--- src/rtl/assert_macros.svh ---
// ----------------------------------------------------------------------------
// Assertion macros
// Shared concurrent assertion forms for the string-to-double core.
// ----------------------------------------------------------------------------
`ifndef ASSERT_MACROS_SVH
`define ASSERT_MACROS_SVH

// same-cycle implication
`define DSTD_ASSERT_IMP(lbl, clk, rst, ante, cons, msg) \
   lbl: assert property (@(posedge clk) disable iff (rst) (ante) |-> (cons)) else $error(msg);

// next-cycle implication
`define DSTD_ASSERT_NXT(lbl, clk, rst, ante, cons, msg) \
   lbl: assert property (@(posedge clk) disable iff (rst) (ante) |=> (cons)) else $error(msg);

`endif

--- src/rtl/dstd_pkg.sv ---
// ----------------------------------------------------------------------------
// dstd_pkg
// Types and constants shared by the string-to-double controller and datapath.
// ----------------------------------------------------------------------------
package dstd_pkg;

   typedef enum logic [4:0] {
      DP_IDLE,
      DP_SPECIAL,
      DP_FRAC_INIT,
      DP_FRAC_STEP,
      DP_DIV_INIT,
      DP_DIV_STEP,
      DP_NORM_ACC,
      DP_NORM_BE,
      DP_ITER_DEC,
      DP_ZINT_SETUP,
      DP_BE_INIT,
      DP_INT_SHIFT,
      DP_ASSEMBLE,
      DP_EXTRA_LOAD,
      DP_TEN_MUL,
      DP_EXP_LOAD,
      DP_ROUND,
      DP_PACK,
      DP_LOAD_OUT
   } dp_op_type;

   typedef struct packed {
      logic      take;
      dp_op_type op;
   } dp_cmd_type;

   typedef struct packed {
      logic need_build;
      logic int_in_range;
      logic int_zero;
      logic int_top;
      logic w_zero;
      logic w_top;
      logic iter_zero;
      logic frac_last;
      logic div_last;
      logic exp_neg;
   } dp_stat_type;

   localparam logic [63:0] TENTH_MAX   = 64'h1999_9999_9999_9999;
   localparam logic [63:0] POS_INF     = 64'h7FF0_0000_0000_0000;
   localparam logic [63:0] NEG_INF     = 64'hFFF0_0000_0000_0000;
   localparam logic [63:0] QNAN        = 64'h7FFF_FFFF_FFFF_FFFF;
   localparam logic [63:0] ROUND_LIMIT = 64'h7FDF_FFFF_FFFF_FFFF;

endpackage

--- src/rtl/dstd_ctrl.sv ---
// ----------------------------------------------------------------------------
// dstd_ctrl
// Sequencer: character intake, build loop control and result handoff.
// ----------------------------------------------------------------------------
`include "assert_macros.svh"

module dstd_ctrl import dstd_pkg::*; (
   input  logic        clock,
   input  logic        reset,
   input  logic        req_valid,
   input  logic        req_is_last,
   output logic        req_ready,
   output logic        rsp_valid,
   input  logic        rsp_ready,
   output dp_cmd_type  cmd,
   input  dp_stat_type stat
);

   typedef enum logic [4:0] {
      ST_PARSE,
      ST_DECIDE,
      ST_FRAC,
      ST_LZ_CHECK,
      ST_LZ_DIV,
      ST_LZ_NORM,
      ST_AFTER_LZ,
      ST_ZNORM,
      ST_INORM,
      ST_EXTRA_CHECK,
      ST_EXTRA_NORM,
      ST_EXP_LOAD,
      ST_EXP_CHECK,
      ST_EXP_DIV,
      ST_EXP_NORM,
      ST_ROUND,
      ST_PACK,
      ST_EMIT
   } state_type;

   state_type state_ff, state_in;
   logic      rsp_valid_ff, rsp_valid_in;

   assign req_ready = (state_ff == ST_PARSE);
   assign rsp_valid = rsp_valid_ff;

   always_comb begin
      state_in     = state_ff;
      rsp_valid_in = rsp_valid_ff && !rsp_ready;
      cmd.take     = 1'b0;
      cmd.op       = DP_IDLE;
      case (state_ff)
         ST_PARSE: begin
            cmd.take = req_valid;
            if (req_valid && req_is_last) begin
               state_in = ST_DECIDE;
            end
         end
         ST_DECIDE: begin
            if (!stat.need_build) begin
               cmd.op   = DP_SPECIAL;
               state_in = ST_EMIT;
            end else if (stat.int_in_range) begin
               cmd.op   = DP_FRAC_INIT;
               state_in = ST_FRAC;
            end else begin
               cmd.op   = DP_BE_INIT;
               state_in = ST_INORM;
            end
         end
         ST_FRAC: begin
            cmd.op = DP_FRAC_STEP;
            if (stat.frac_last) begin
               state_in = ST_LZ_CHECK;
            end
         end
         ST_LZ_CHECK: begin
            if (stat.iter_zero || stat.w_zero) begin
               state_in = ST_AFTER_LZ;
            end else begin
               cmd.op   = DP_DIV_INIT;
               state_in = ST_LZ_DIV;
            end
         end
         ST_LZ_DIV: begin
            cmd.op = DP_DIV_STEP;
            if (stat.div_last) begin
               state_in = ST_LZ_NORM;
            end
         end
         ST_LZ_NORM: begin
            if (stat.w_zero) begin
               state_in = ST_AFTER_LZ;
            end else if (stat.w_top) begin
               cmd.op   = DP_ITER_DEC;
               state_in = ST_LZ_CHECK;
            end else begin
               cmd.op = DP_NORM_ACC;
            end
         end
         ST_AFTER_LZ: begin
            if (stat.int_zero) begin
               if (stat.w_zero) begin
                  cmd.op   = DP_SPECIAL;
                  state_in = ST_EMIT;
               end else begin
                  cmd.op   = DP_ZINT_SETUP;
                  state_in = ST_ZNORM;
               end
            end else begin
               cmd.op   = DP_BE_INIT;
               state_in = ST_INORM;
            end
         end
         ST_ZNORM: begin
            if (stat.w_top) begin
               state_in = ST_EXP_LOAD;
            end else begin
               cmd.op = DP_NORM_BE;
            end
         end
         ST_INORM: begin
            if (stat.int_top) begin
               if (stat.int_in_range) begin
                  cmd.op   = DP_ASSEMBLE;
                  state_in = ST_EXP_LOAD;
               end else begin
                  cmd.op   = DP_EXTRA_LOAD;
                  state_in = ST_EXTRA_CHECK;
               end
            end else begin
               cmd.op = DP_INT_SHIFT;
            end
         end
         ST_EXTRA_CHECK: begin
            if (stat.iter_zero) begin
               state_in = ST_EXP_LOAD;
            end else begin
               cmd.op   = DP_TEN_MUL;
               state_in = ST_EXTRA_NORM;
            end
         end
         ST_EXTRA_NORM: begin
            if (stat.w_top || stat.w_zero) begin
               cmd.op   = DP_ITER_DEC;
               state_in = ST_EXTRA_CHECK;
            end else begin
               cmd.op = DP_NORM_BE;
            end
         end
         ST_EXP_LOAD: begin
            cmd.op   = DP_EXP_LOAD;
            state_in = ST_EXP_CHECK;
         end
         ST_EXP_CHECK: begin
            if (stat.iter_zero || stat.w_zero) begin
               state_in = ST_ROUND;
            end else if (stat.exp_neg) begin
               cmd.op   = DP_DIV_INIT;
               state_in = ST_EXP_DIV;
            end else begin
               cmd.op   = DP_TEN_MUL;
               state_in = ST_EXP_NORM;
            end
         end
         ST_EXP_DIV: begin
            cmd.op = DP_DIV_STEP;
            if (stat.div_last) begin
               state_in = ST_EXP_NORM;
            end
         end
         ST_EXP_NORM: begin
            if (stat.w_zero) begin
               state_in = ST_ROUND;
            end else if (stat.w_top) begin
               cmd.op   = DP_ITER_DEC;
               state_in = ST_EXP_CHECK;
            end else begin
               cmd.op = DP_NORM_BE;
            end
         end
         ST_ROUND: begin
            cmd.op   = DP_ROUND;
            state_in = ST_PACK;
         end
         ST_PACK: begin
            cmd.op   = DP_PACK;
            state_in = ST_EMIT;
         end
         ST_EMIT: begin
            if (!rsp_valid_ff || rsp_ready) begin
               cmd.op       = DP_LOAD_OUT;
               rsp_valid_in = 1'b1;
               state_in     = ST_PARSE;
            end
         end
         default: begin
            state_in = ST_PARSE;
         end
      endcase
   end

   always_ff @(posedge clock) begin
      if (reset) begin
         state_ff     <= ST_PARSE;
         rsp_valid_ff <= 1'b0;
      end else begin
         state_ff     <= state_in;
         rsp_valid_ff <= rsp_valid_in;
      end
   end

   `DSTD_ASSERT_NXT(a_last_stalls_intake, clock, reset, req_valid && req_ready && req_is_last, !req_ready, "intake open after final character")
   `DSTD_ASSERT_NXT(a_emit_when_free, clock, reset, state_ff == ST_EMIT && !rsp_valid_ff, rsp_valid_ff, "result not issued on free slot")
   `DSTD_ASSERT_IMP(a_valid_from_emit, clock, reset, $rose(rsp_valid_ff), $past(state_ff == ST_EMIT), "result issued outside emit")

endmodule

--- src/rtl/dstd_dp.sv ---
// ----------------------------------------------------------------------------
// dstd_dp
// Datapath: character parsing registers, shared divide-by-ten and normalize
// units, binary fraction expansion, rounding and result registers.
// ----------------------------------------------------------------------------
`include "assert_macros.svh"

module dstd_dp import dstd_pkg::*; #(
   parameter int MAX_LEN   = 4096,
   parameter int EXP_LIMIT = 511
) (
   input  logic        clock,
   input  logic        reset,
   input  dp_cmd_type  cmd,
   output dp_stat_type stat,
   input  logic [7:0]  req_char_byte,
   output logic [63:0] rsp_value_bits,
   output logic [12:0] rsp_consumed,
   output logic        rsp_status
);

   localparam int PW = $clog2(MAX_LEN + 1);
   localparam int EW = $clog2(EXP_LIMIT + 1);

   typedef enum logic [3:0] {
      PH_WS, PH_SIGNED, PH_N, PH_NA, PH_NAN, PH_PAREN, PH_I, PH_IN,
      PH_INT, PH_FRAC, PH_ESTART, PH_ESIGN, PH_EDIG, PH_DONE_NUM,
      PH_DONE_NAN, PH_DONE_INF
   } phase_type;

   // parse state
   phase_type          phase_ff, phase_in;
   logic               neg_ff, neg_in;
   logic [63:0]        iv_ff, iv_in;
   logic               inr_ff, inr_in;
   logic [15:0]        extra_ff, extra_in;
   logic [63:0]        fv_ff, fv_in;
   logic [63:0]        depth_ff, depth_in;
   logic [15:0]        lz_ff, lz_in;
   logic [EW-1:0]      ev_ff, ev_in;
   logic               eneg_ff, eneg_in;
   logic [PW-1:0]      pos_ff, pos_in;
   logic [PW-1:0]      endp_ff, endp_in;

   // build state
   logic [63:0]        w_ff, w_in;
   logic [63:0]        f_ff, f_in;
   logic signed [23:0] be_ff, be_in;
   logic [19:0]        acc_ff, acc_in;
   logic [15:0]        iter_ff, iter_in;
   logic [5:0]         step_ff, step_in;
   logic [3:0]         rem_ff, rem_in;
   logic               ovf_ff, ovf_in;
   logic [51:0]        r_ff, r_in;
   logic [63:0]        res_bits_ff, res_bits_in;
   logic               res_stat_ff, res_stat_in;
   logic [63:0]        out_bits_ff, out_bits_in;
   logic [12:0]        out_cons_ff, out_cons_in;
   logic               out_stat_ff, out_stat_in;

   // character classes
   logic [7:0]         c;
   logic [3:0]         d;
   logic               is_dig, is_sp, is_exp_ch, absorb_en;
   logic [PW-1:0]      p1;
   logic               int_ovf, frac_skip;
   logic [63:0]        iv_x10, fv_x10, depth_x10;
   logic [EW+3:0]      ev_x10;
   logic               do_first, do_int, do_frac;

   // build helpers
   logic [63:0]        half, f_sub, t16;
   logic               f_gt;
   logic [7:0]         dx;
   logic [15:0]        dprod;
   logic [3:0]         qd;
   logic [7:0]         rem_full;
   logic [20:0]        asm_tot;
   logic [63:0]        asm_frac;
   logic [52:0]        r0;
   logic signed [23:0] be1, be1p, nb, ne;
   logic [63:0]        cmp_word;
   logic [51:0]        rr, rs;
   logic [PW+12:0]     endp_wide;

   assign c         = req_char_byte;
   assign d         = 4'(c - 8'h30);
   assign is_dig    = (c >= "0") && (c <= "9");
   assign is_sp     = (c == " ") || ((c >= 8'd9) && (c <= 8'd13));
   assign is_exp_ch = (c == "e") || (c == "E") || (c == "f") || (c == "F");
   assign absorb_en = cmd.take && (pos_ff < PW'(MAX_LEN));
   assign p1        = pos_ff + PW'(1);

   assign int_ovf   = !inr_ff || (iv_ff > TENTH_MAX) || ((iv_ff == TENTH_MAX) && (d > 4'd5));
   assign frac_skip = (depth_ff > TENTH_MAX) || (fv_ff > TENTH_MAX) ||
                      ((fv_ff == TENTH_MAX) && (d > 4'd5));
   assign iv_x10    = (iv_ff << 3) + (iv_ff << 1) + {60'b0, d};
   assign fv_x10    = (fv_ff << 3) + (fv_ff << 1) + {60'b0, d};
   assign depth_x10 = (depth_ff << 3) + (depth_ff << 1);
   assign ev_x10    = ({4'b0, ev_ff} << 3) + ({4'b0, ev_ff} << 1) + (EW+4)'(d);

   assign half      = depth_ff >> 1;
   assign f_gt      = f_ff > half;
   assign f_sub     = f_gt ? (f_ff - half) : f_ff;
   assign t16       = {4'b0, w_ff[63:4]};

   assign dx        = {rem_ff, w_ff[63:60]};
   assign dprod     = {8'b0, dx} * 16'd205;
   assign qd        = dprod[14:11];
   assign rem_full  = dx - ({4'b0, qd} << 3) - ({4'b0, qd} << 1);

   assign asm_tot   = 21'(be_ff[5:0]) + 21'd1 + {1'b0, acc_ff};
   assign asm_frac  = (asm_tot >= 21'd64) ? 64'b0 : (w_ff >> asm_tot[5:0]);

   assign r0        = {1'b0, w_ff[62:11]} + {52'b0, w_ff[10]};
   assign be1       = be_ff + $signed({23'b0, r0[52]});
   assign be1p      = be1 + 24'sd1022;
   assign cmp_word  = {1'b0, be1p[10:0], r0[51:0]};

   assign nb        = 24'sd0 - be_ff - 24'sd1023;
   assign ne        = be_ff + 24'sd1023;
   assign rr        = {1'b1, r_ff[51:1]};
   assign rs        = (nb >= 24'sd64) ? 52'b0 : (rr >> nb[5:0]);

   assign endp_wide = {13'b0, endp_ff};

   always_comb begin
      stat.need_build   = ((phase_ff == PH_INT) || (phase_ff == PH_FRAC) ||
                           (phase_ff == PH_ESTART) || (phase_ff == PH_ESIGN) ||
                           (phase_ff == PH_EDIG) || (phase_ff == PH_DONE_NUM)) &&
                          ((iv_ff != 64'b0) || (fv_ff != 64'b0));
      stat.int_in_range = inr_ff;
      stat.int_zero     = (iv_ff == 64'b0);
      stat.int_top      = iv_ff[63];
      stat.w_zero       = (w_ff == 64'b0);
      stat.w_top        = w_ff[63];
      stat.iter_zero    = (iter_ff == 16'b0);
      stat.frac_last    = (step_ff == 6'd63);
      stat.div_last     = (step_ff[3:0] == 4'hF);
      stat.exp_neg      = eneg_ff;
   end

   always_comb begin
      phase_in    = phase_ff;
      neg_in      = neg_ff;
      iv_in       = iv_ff;
      inr_in      = inr_ff;
      extra_in    = extra_ff;
      fv_in       = fv_ff;
      depth_in    = depth_ff;
      lz_in       = lz_ff;
      ev_in       = ev_ff;
      eneg_in     = eneg_ff;
      pos_in      = pos_ff;
      endp_in     = endp_ff;
      w_in        = w_ff;
      f_in        = f_ff;
      be_in       = be_ff;
      acc_in      = acc_ff;
      iter_in     = iter_ff;
      step_in     = step_ff;
      rem_in      = rem_ff;
      ovf_in      = ovf_ff;
      r_in        = r_ff;
      res_bits_in = res_bits_ff;
      res_stat_in = res_stat_ff;
      out_bits_in = out_bits_ff;
      out_cons_in = out_cons_ff;
      out_stat_in = out_stat_ff;
      do_first    = 1'b0;
      do_int      = 1'b0;
      do_frac     = 1'b0;

      if (absorb_en) begin
         pos_in = p1;
         case (phase_ff)
            PH_WS: begin
               if (is_sp) begin
                  endp_in = p1;
               end else begin
                  endp_in = pos_ff;
                  if (c == "-") begin
                     neg_in   = 1'b1;
                     phase_in = PH_SIGNED;
                  end else if (c == "+") begin
                     phase_in = PH_SIGNED;
                  end else begin
                     do_first = 1'b1;
                  end
               end
            end
            PH_SIGNED: do_first = 1'b1;
            PH_N:      phase_in = ((c == "a") || (c == "A")) ? PH_NA : PH_DONE_NUM;
            PH_NA: begin
               if ((c == "n") || (c == "N")) begin
                  endp_in  = p1;
                  phase_in = PH_NAN;
               end else begin
                  phase_in = PH_DONE_NUM;
               end
            end
            PH_NAN:    phase_in = (c == "(") ? PH_PAREN : PH_DONE_NAN;
            PH_PAREN: begin
               if (c == ")") begin
                  endp_in  = p1;
                  phase_in = PH_DONE_NAN;
               end
            end
            PH_I:      phase_in = ((c == "n") || (c == "N")) ? PH_IN : PH_DONE_NUM;
            PH_IN: begin
               if ((c == "f") || (c == "F")) begin
                  endp_in  = p1;
                  phase_in = PH_DONE_INF;
               end else begin
                  phase_in = PH_DONE_NUM;
               end
            end
            PH_INT: begin
               if (is_dig) begin
                  do_int  = 1'b1;
                  endp_in = p1;
               end else if (c == ".") begin
                  endp_in  = p1;
                  phase_in = PH_FRAC;
               end else if (is_exp_ch) begin
                  phase_in = PH_ESTART;
               end else begin
                  phase_in = PH_DONE_NUM;
               end
            end
            PH_FRAC: begin
               if (is_dig) begin
                  do_frac = 1'b1;
                  endp_in = p1;
               end else if (is_exp_ch) begin
                  phase_in = PH_ESTART;
               end else begin
                  phase_in = PH_DONE_NUM;
               end
            end
            PH_ESTART, PH_ESIGN, PH_EDIG: begin
               if (is_dig) begin
                  ev_in    = (ev_x10 > (EW+4)'(EXP_LIMIT)) ? EW'(EXP_LIMIT) : ev_x10[EW-1:0];
                  endp_in  = p1;
                  phase_in = PH_EDIG;
               end else if ((phase_ff == PH_ESTART) && ((c == "+") || (c == "-"))) begin
                  eneg_in  = (c == "-");
                  phase_in = PH_ESIGN;
               end else begin
                  if (phase_ff != PH_EDIG) begin
                     eneg_in = 1'b0;
                  end
                  phase_in = PH_DONE_NUM;
               end
            end
            default: begin
            end
         endcase

         if (do_first) begin
            if ((c == "n") || (c == "N")) begin
               phase_in = PH_N;
            end else if ((c == "i") || (c == "I")) begin
               phase_in = PH_I;
            end else if (is_dig) begin
               do_int   = 1'b1;
               endp_in  = p1;
               phase_in = PH_INT;
            end else if (c == ".") begin
               endp_in  = p1;
               phase_in = PH_FRAC;
            end else begin
               phase_in = PH_DONE_NUM;
            end
         end

         if (do_int) begin
            if (int_ovf) begin
               inr_in = 1'b0;
               if (extra_ff != 16'hFFFF) begin
                  extra_in = extra_ff + 16'd1;
               end
            end else begin
               iv_in = iv_x10;
            end
         end

         if (do_frac && !frac_skip) begin
            if ((d == 4'd0) && (depth_ff == 64'd1)) begin
               if (lz_ff != 16'hFFFF) begin
                  lz_in = lz_ff + 16'd1;
               end
            end else begin
               fv_in    = fv_x10;
               depth_in = depth_x10;
            end
         end
      end

      case (cmd.op)
         DP_SPECIAL: begin
            res_stat_in = 1'b0;
            case (phase_ff)
               PH_NAN, PH_PAREN, PH_DONE_NAN: res_bits_in = QNAN;
               PH_DONE_INF:                   res_bits_in = neg_ff ? NEG_INF : POS_INF;
               default:                       res_bits_in = 64'b0;
            endcase
         end
         DP_FRAC_INIT: begin
            f_in    = fv_ff;
            w_in    = 64'b0;
            step_in = 6'd0;
            iter_in = lz_ff;
            acc_in  = 20'd0;
         end
         DP_FRAC_STEP: begin
            f_in    = f_sub << 1;
            w_in    = {w_ff[62:0], f_gt};
            step_in = step_ff + 6'd1;
         end
         DP_DIV_INIT: begin
            rem_in  = 4'd0;
            step_in = 6'd0;
         end
         DP_DIV_STEP: begin
            rem_in  = rem_full[3:0];
            w_in    = {w_ff[59:0], qd};
            step_in = step_ff + 6'd1;
         end
         DP_NORM_ACC: begin
            w_in   = w_ff << 1;
            acc_in = acc_ff + 20'd1;
         end
         DP_NORM_BE: begin
            w_in  = w_ff << 1;
            be_in = be_ff - 24'sd1;
         end
         DP_ITER_DEC:   iter_in = iter_ff - 16'd1;
         DP_ZINT_SETUP: be_in = -24'sd1 - $signed({4'b0, acc_ff});
         DP_BE_INIT:    be_in = 24'sd63;
         DP_INT_SHIFT: begin
            iv_in = iv_ff << 1;
            be_in = be_ff - 24'sd1;
         end
         DP_ASSEMBLE:   w_in = iv_ff | asm_frac;
         DP_EXTRA_LOAD: begin
            w_in    = iv_ff;
            iter_in = extra_ff;
         end
         DP_TEN_MUL: begin
            w_in  = (t16 << 3) + (t16 << 1);
            be_in = be_ff + 24'sd4;
         end
         DP_EXP_LOAD: begin
            iter_in         = 16'b0;
            iter_in[EW-1:0] = ev_ff;
         end
         DP_ROUND: begin
            ovf_in = (be_ff >= 24'sd1024) ||
                     ((be1 > 24'sd0) && (cmp_word > ROUND_LIMIT));
            r_in   = r0[51:0];
            be_in  = be1;
         end
         DP_PACK: begin
            if (ovf_ff) begin
               res_bits_in = neg_ff ? NEG_INF : POS_INF;
               res_stat_in = 1'b1;
            end else if (be_ff <= -24'sd1023) begin
               if (rs == 52'b0) begin
                  res_bits_in = {neg_ff, 63'b0};
                  res_stat_in = 1'b1;
               end else begin
                  res_bits_in = {neg_ff, 11'b0, rs};
                  res_stat_in = 1'b0;
               end
            end else begin
               res_bits_in = {neg_ff, ne[10:0], r_ff};
               res_stat_in = 1'b0;
            end
         end
         DP_LOAD_OUT: begin
            out_bits_in = res_bits_ff;
            out_stat_in = res_stat_ff;
            out_cons_in = endp_wide[12:0];
            phase_in    = PH_WS;
            neg_in      = 1'b0;
            iv_in       = 64'b0;
            inr_in      = 1'b1;
            extra_in    = 16'b0;
            fv_in       = 64'b0;
            depth_in    = 64'd1;
            lz_in       = 16'b0;
            ev_in       = '0;
            eneg_in     = 1'b0;
            pos_in      = '0;
            endp_in     = '0;
         end
         default: begin
         end
      endcase
   end

   always_ff @(posedge clock) begin
      if (reset) begin
         phase_ff <= PH_WS;
         neg_ff   <= 1'b0;
         iv_ff    <= 64'b0;
         inr_ff   <= 1'b1;
         extra_ff <= 16'b0;
         fv_ff    <= 64'b0;
         depth_ff <= 64'd1;
         lz_ff    <= 16'b0;
         ev_ff    <= '0;
         eneg_ff  <= 1'b0;
         pos_ff   <= '0;
         endp_ff  <= '0;
      end else begin
         phase_ff <= phase_in;
         neg_ff   <= neg_in;
         iv_ff    <= iv_in;
         inr_ff   <= inr_in;
         extra_ff <= extra_in;
         fv_ff    <= fv_in;
         depth_ff <= depth_in;
         lz_ff    <= lz_in;
         ev_ff    <= ev_in;
         eneg_ff  <= eneg_in;
         pos_ff   <= pos_in;
         endp_ff  <= endp_in;
      end
   end

   always_ff @(posedge clock) begin
      w_ff        <= w_in;
      f_ff        <= f_in;
      be_ff       <= be_in;
      acc_ff      <= acc_in;
      iter_ff     <= iter_in;
      step_ff     <= step_in;
      rem_ff      <= rem_in;
      ovf_ff      <= ovf_in;
      r_ff        <= r_in;
      res_bits_ff <= res_bits_in;
      res_stat_ff <= res_stat_in;
      out_bits_ff <= out_bits_in;
      out_cons_ff <= out_cons_in;
      out_stat_ff <= out_stat_in;
   end

   assign rsp_value_bits = out_bits_ff;
   assign rsp_consumed   = out_cons_ff;
   assign rsp_status     = out_stat_ff;

   `DSTD_ASSERT_IMP(a_norm_nonzero, clock, reset, cmd.op == DP_NORM_BE || cmd.op == DP_NORM_ACC, w_ff != 64'b0, "normalize on zero word")
   `DSTD_ASSERT_IMP(a_int_shift_nonzero, clock, reset, cmd.op == DP_INT_SHIFT, iv_ff != 64'b0, "integral shift on zero")
   `DSTD_ASSERT_IMP(a_div_rem_range, clock, reset, cmd.op == DP_DIV_STEP, rem_ff < 4'd10, "divide remainder out of range")

endmodule

--- src/rtl/decimal_string_to_double_core.sv ---
// ----------------------------------------------------------------------------
// decimal_string_to_double_core
// Decimal text to IEEE-754 double, one character per transaction.
// ----------------------------------------------------------------------------
//  channel  direction  payload                                   handshake
//  req      in         req_char_byte, req_is_last                req_valid/req_ready
//  rsp      out        rsp_value_bits, rsp_consumed, rsp_status  rsp_valid/rsp_ready
//
//  Characters: one per cycle while req_ready is high. After the last one the
//  build runs: fraction expansion when the integral part fits, a divide and
//  normalize per fraction leading zero, initial normalization, a multiply and
//  normalize per dropped integral digit and positive exponent step, a divide
//  and normalize per negative exponent step, rounding and packing, using the
//  4-bit-per-cycle divide-by-ten unit and the 1-bit-per-cycle normalizer.
//  Reset clears parse state; intake is held during the build and while a
//  finished result waits for a full output register.
// ----------------------------------------------------------------------------
module decimal_string_to_double_core import dstd_pkg::*; #(
   parameter int MAX_LEN   = 4096,
   parameter int EXP_LIMIT = 511
) (
   input  logic        clock,
   input  logic        reset,
   input  logic        req_valid,
   output logic        req_ready,
   input  logic [7:0]  req_char_byte,
   input  logic        req_is_last,
   output logic        rsp_valid,
   input  logic        rsp_ready,
   output logic [63:0] rsp_value_bits,
   output logic [12:0] rsp_consumed,
   output logic        rsp_status
);

   dp_cmd_type  cmd;
   dp_stat_type stat;

   dstd_ctrl u_ctrl (
      .clock       (clock),
      .reset       (reset),
      .req_valid   (req_valid),
      .req_is_last (req_is_last),
      .req_ready   (req_ready),
      .rsp_valid   (rsp_valid),
      .rsp_ready   (rsp_ready),
      .cmd         (cmd),
      .stat        (stat)
   );

   dstd_dp #(
      .MAX_LEN   (MAX_LEN),
      .EXP_LIMIT (EXP_LIMIT)
   ) u_dp (
      .clock          (clock),
      .reset          (reset),
      .cmd            (cmd),
      .stat           (stat),
      .req_char_byte  (req_char_byte),
      .rsp_value_bits (rsp_value_bits),
      .rsp_consumed   (rsp_consumed),
      .rsp_status     (rsp_status)
   );

endmodule
--- config.mk ---
export PLATFORM = sky130hd
export DESIGN_NAME = decimal_string_to_double_core
export DESIGN_NICKNAME = d
export VERILOG_FILES = /design/src/rtl/dstd_pkg.sv /design/src/rtl/dstd_ctrl.sv /design/src/rtl/dstd_dp.sv /design/src/rtl/decimal_string_to_double_core.sv
export VERILOG_INCLUDE_DIRS = /design/src /design/src/rtl
export SDC_FILE = /design/constraint.sdc
export NUM_CORES = 2
export LEC_CHECK = 0
export ABC_CLOCK_PERIOD_IN_PS = 36500
export BUFFER_PORTS_ARGS = -buffer_cell sky130_fd_sc_hd__buf_4
export CAP_MARGIN = 0
export CORE_MARGIN = 1.5
export CORE_UTILIZATION = 30
export CTS_CLUSTER_DIAMETER = 120
export DETAILED_ROUTE_END_ITERATION = 7
export GPL_TIMING_DRIVEN = 0
export PLACE_DENSITY = 0.46
export SLEW_MARGIN = 20
export SYNTH_ARGS = -nofsm -noshare
export SYNTH_HDL_FRONTEND = slang
export SYNTH_SLANG_ARGS = --single-unit
export TNS_END_PERCENT = 50
--- constraint.sdc ---
create_clock -name clock -period 36.5 [get_ports clock]
set_input_delay 5.475 -clock clock [delete_from_list [all_inputs] [get_ports clock]]
set_output_delay 5.475 -clock clock [all_outputs]
set_load 0.01 [all_outputs]
==> qor.yml <==
ys_warn_count: 0
worstMarginPinSlew_ns: 1.16
end_kind: "flip-flop"
area_growth_pct: 11.8
skew_ns: 0.0346
clkTransAtPathRegs_ns: 0.06
synth.ff_latch_count: 666
die_h_um: 458
drive_above_1_share_pct: 6.86
routed_wirelength_um: 275000
clock_latency_ns: 0.72
cp_num_buf_inv: 8
grt_pass1_vias: 59400
antenna_left: 0
htreeDepth: 3
cts.path.max_buffers: 3
slew_viol_final: 0
async_flop_share_pct: 0
startpoint_type: "input port"
cp_top_family: "simple AND/OR/NAND/NOR gates"
place_hpwl_um: 217000
vias: 62100
violations: "DRC"
ctsHoldBuffers: 0
clockRootBuffer: "clkbuf_16"
min_period_ns: 9.62
cts_tree: "yes"
drv_cap: 0
grt_util_all_layers_pct: 25.3
cts_buffers: 84
antenna_found_initial: 14
grt_max_degree: 66
vias_per_cell: 5.91
min_path_type: "reg -> reg"
fin_crit_sh_pct: 26.3
grt_first_pass_wirelength_um: 402000
worst_path_max_delay_cell: "nor4_4"
setup_violations: 0
rows: 166
critPathKind: "in -> reg"
fp.dieW_um: 458
ys_types: 100
cts_resized: 0
seq_area_mm2: 0.0173
dieArea_mm2: 0.210
crit_path_max_incr_delay_ns: 0.62
grt_remaining_overflow: 0
syn-num-nets: 8108
wl_per_cell_um: 26.1
maxClockFrequency_mhz: 104
io_buffer_count: 92
tns_ns: 0
core_mm2: 0.205
cts.sinks: 666
multi_input_area_mm2: 0.0421
num_io_pins: 93
syn-instance-count: 7559
cp.arrival_ns: 10.01
post_cts.repair.setup_buffers: 0
avgSynthCellArea_um2: 8.21
required_ns: 36.90
fin_nets: 8311
synth-edff-count: 394
place.gp.congestion: 0.987
rsz0062_at_grt: "false"
first_pass_iters: 8
drt-initial-drc-count: 6765
finalHoldViolCount: 0
netlist_area_mm2: 0.0621
drc: 3
slew_headroom_pct: 22.1
path_cells: "buf_4 -> nand2b_1 -> nand4_1 -> inv_6 -> a2111oi_0 -> and4_1 -> nor4_4 -> or2_1 -> buf_2 -> buf_2 -> nand3b_1 -> buf_6 -> buf_6 -> buf_8 -> buf_8"
ys.flop_type: "edfxtp_1"
n_fill_cell: 21700
start_util_pct: 30.3
status: "complete, but fails checks"
critical_path.max_fanout: 18
yosysSeqAreaShare_pct: 27.8
==> placed cells by master, fill, tap and decap left out, types with 203 or more instances in the layout <==
master      n
nand2_1   884
a21oi_1   684
nor2_1    607
ha_1      515
o21ai_0   512
clkbuf_1  403
edfxtp_1  394
dfxtp_1   272
xnor2_1   267
inv_1     227
nand3_1   220
a21o_1    203
==> layout make-up <==
class	count	share of cell area, %
well taps	2688	4.84
flip-flops and latches	666	24.9
inverters	231	1.26
repair buffers	117	1.39
multi-input cells	6167	60.6
clock inverters	35	0.580
clock buffers	115	3.58
diodes	3	0.0108
plain buffers	495	2.83
==> kinds of logic (layout without fill, tap and decap cells) <==
kind of cell,count (synthesis),count (layout),share of synthesized area [%]
AO/OA/AOI/OAI,2378,2378,24.4
XOR/XNOR,463,463,6.53
adder cells (fa/ha/maj),536,536,11.1
buffers and inverters,726,993,4.55
flip-flops,666,666,27.8
multiplexers,258,258,6.34
other,0,3,0
AND/OR/NAND/NOR,2532,2532,19.3
==> synth_stat cells (123+ instances only) <==
master / number / share of area (%)
nor3_1: 160 / 1.3
mux2i_1: 123 / 2.0
edfxtp_1: 394 / 19
o21ai_0: 512 / 4.1
nand2_1: 884 / 5.3
xnor2_1: 268 / 3.8
ha_1: 515 / 10
a21oi_1: 684 / 5.5
nand4_1: 133 / 1.3
xor2_1: 195 / 2.8
nor2_1: 609 / 3.7
clkbuf_1: 398 / 2.4
nand3_1: 220 / 1.8
dfxtp_1: 272 / 8.8
a21o_1: 203 / 2.5
inv_1: 229 / 1.4
==> state kept, by name (all words and copies together) (netlist names), 20 cells and up <==
name / flops
u_dp.acc_ff: 20
u_dp.be_ff: 24
u_dp.depth_ff: 64
u_dp.f_ff: 64
u_dp.fv_ff: 64
u_dp.iv_ff: 64
u_dp.r_ff: 52
u_dp.res_bits_ff: 64
u_dp.rsp_value_bits: 64
u_dp.w_ff: 64
==> worst register-to-register path, cell delays in order, from the launching register on <==
cell and delay, ns:
edfxtp_1 0.40, buf_2 0.27, buf_1 0.63, buf_1 0.63, inv_1 0.40, ha_1 0.44, inv_1 0.13, fa_1 0.56
clkbuf_1 0.75, buf_1 0.67, clkbuf_1 0.80, mux4_2 0.44, nand2_1 0.08, nand2_1 0.21, o21ai_0 0.60, o21ai_0 0.42
a221oi_1 0.60, o21ai_0 0.17
==> per-stage QoR <==
stage | setup slack [ns] | instance area (um2) | hold WS, ns | instances | util (%)
after floorplan | 18.99 | 62100 | 0.400 | 7559 | -
final | 26.88 | 69400 | 0.414 | 10500 | 33.8
after CTS | 26.88 | 69400 | 0.417 | 10500 | 33.8
after detailed placement | 26.16 | 66500 | 0.405 | 10400 | 32.4
after global placement | 8.26 | 66100 | 0.403 | 10300 | 32.2
after global routing | 26.64 | 69400 | 0.422 | 10500 | 33.8
==> layer usage <==
metal,vias to the layer above,global-route usage (%),part of all wire [%]
met5,-,0.413,0.049
met4,4,9.58,4.0
met3,487,3.42,7.1
met2,2471,38.7,43
met1,30300,35.8,46
li1,28800,-,-
==> worst paths after layout <==
path         cells past startpoint                       to  slack [ns]                 start
max reg2reg                     17            u_dp.w_ff[34]       27.99         u_dp.be_ff[0]
min reg2reg                      0  u_dp.rsp_value_bits[41]        0.41  u_dp.res_bits_ff[41]
min                              0  u_dp.rsp_value_bits[41]        0.41  u_dp.res_bits_ff[41]
max                             15            u_dp.w_ff[50]       26.88             rsp_ready
Power is not shown: default switching activity piles up to over one toggle a cycle in this logic, so the estimate is an artifact.
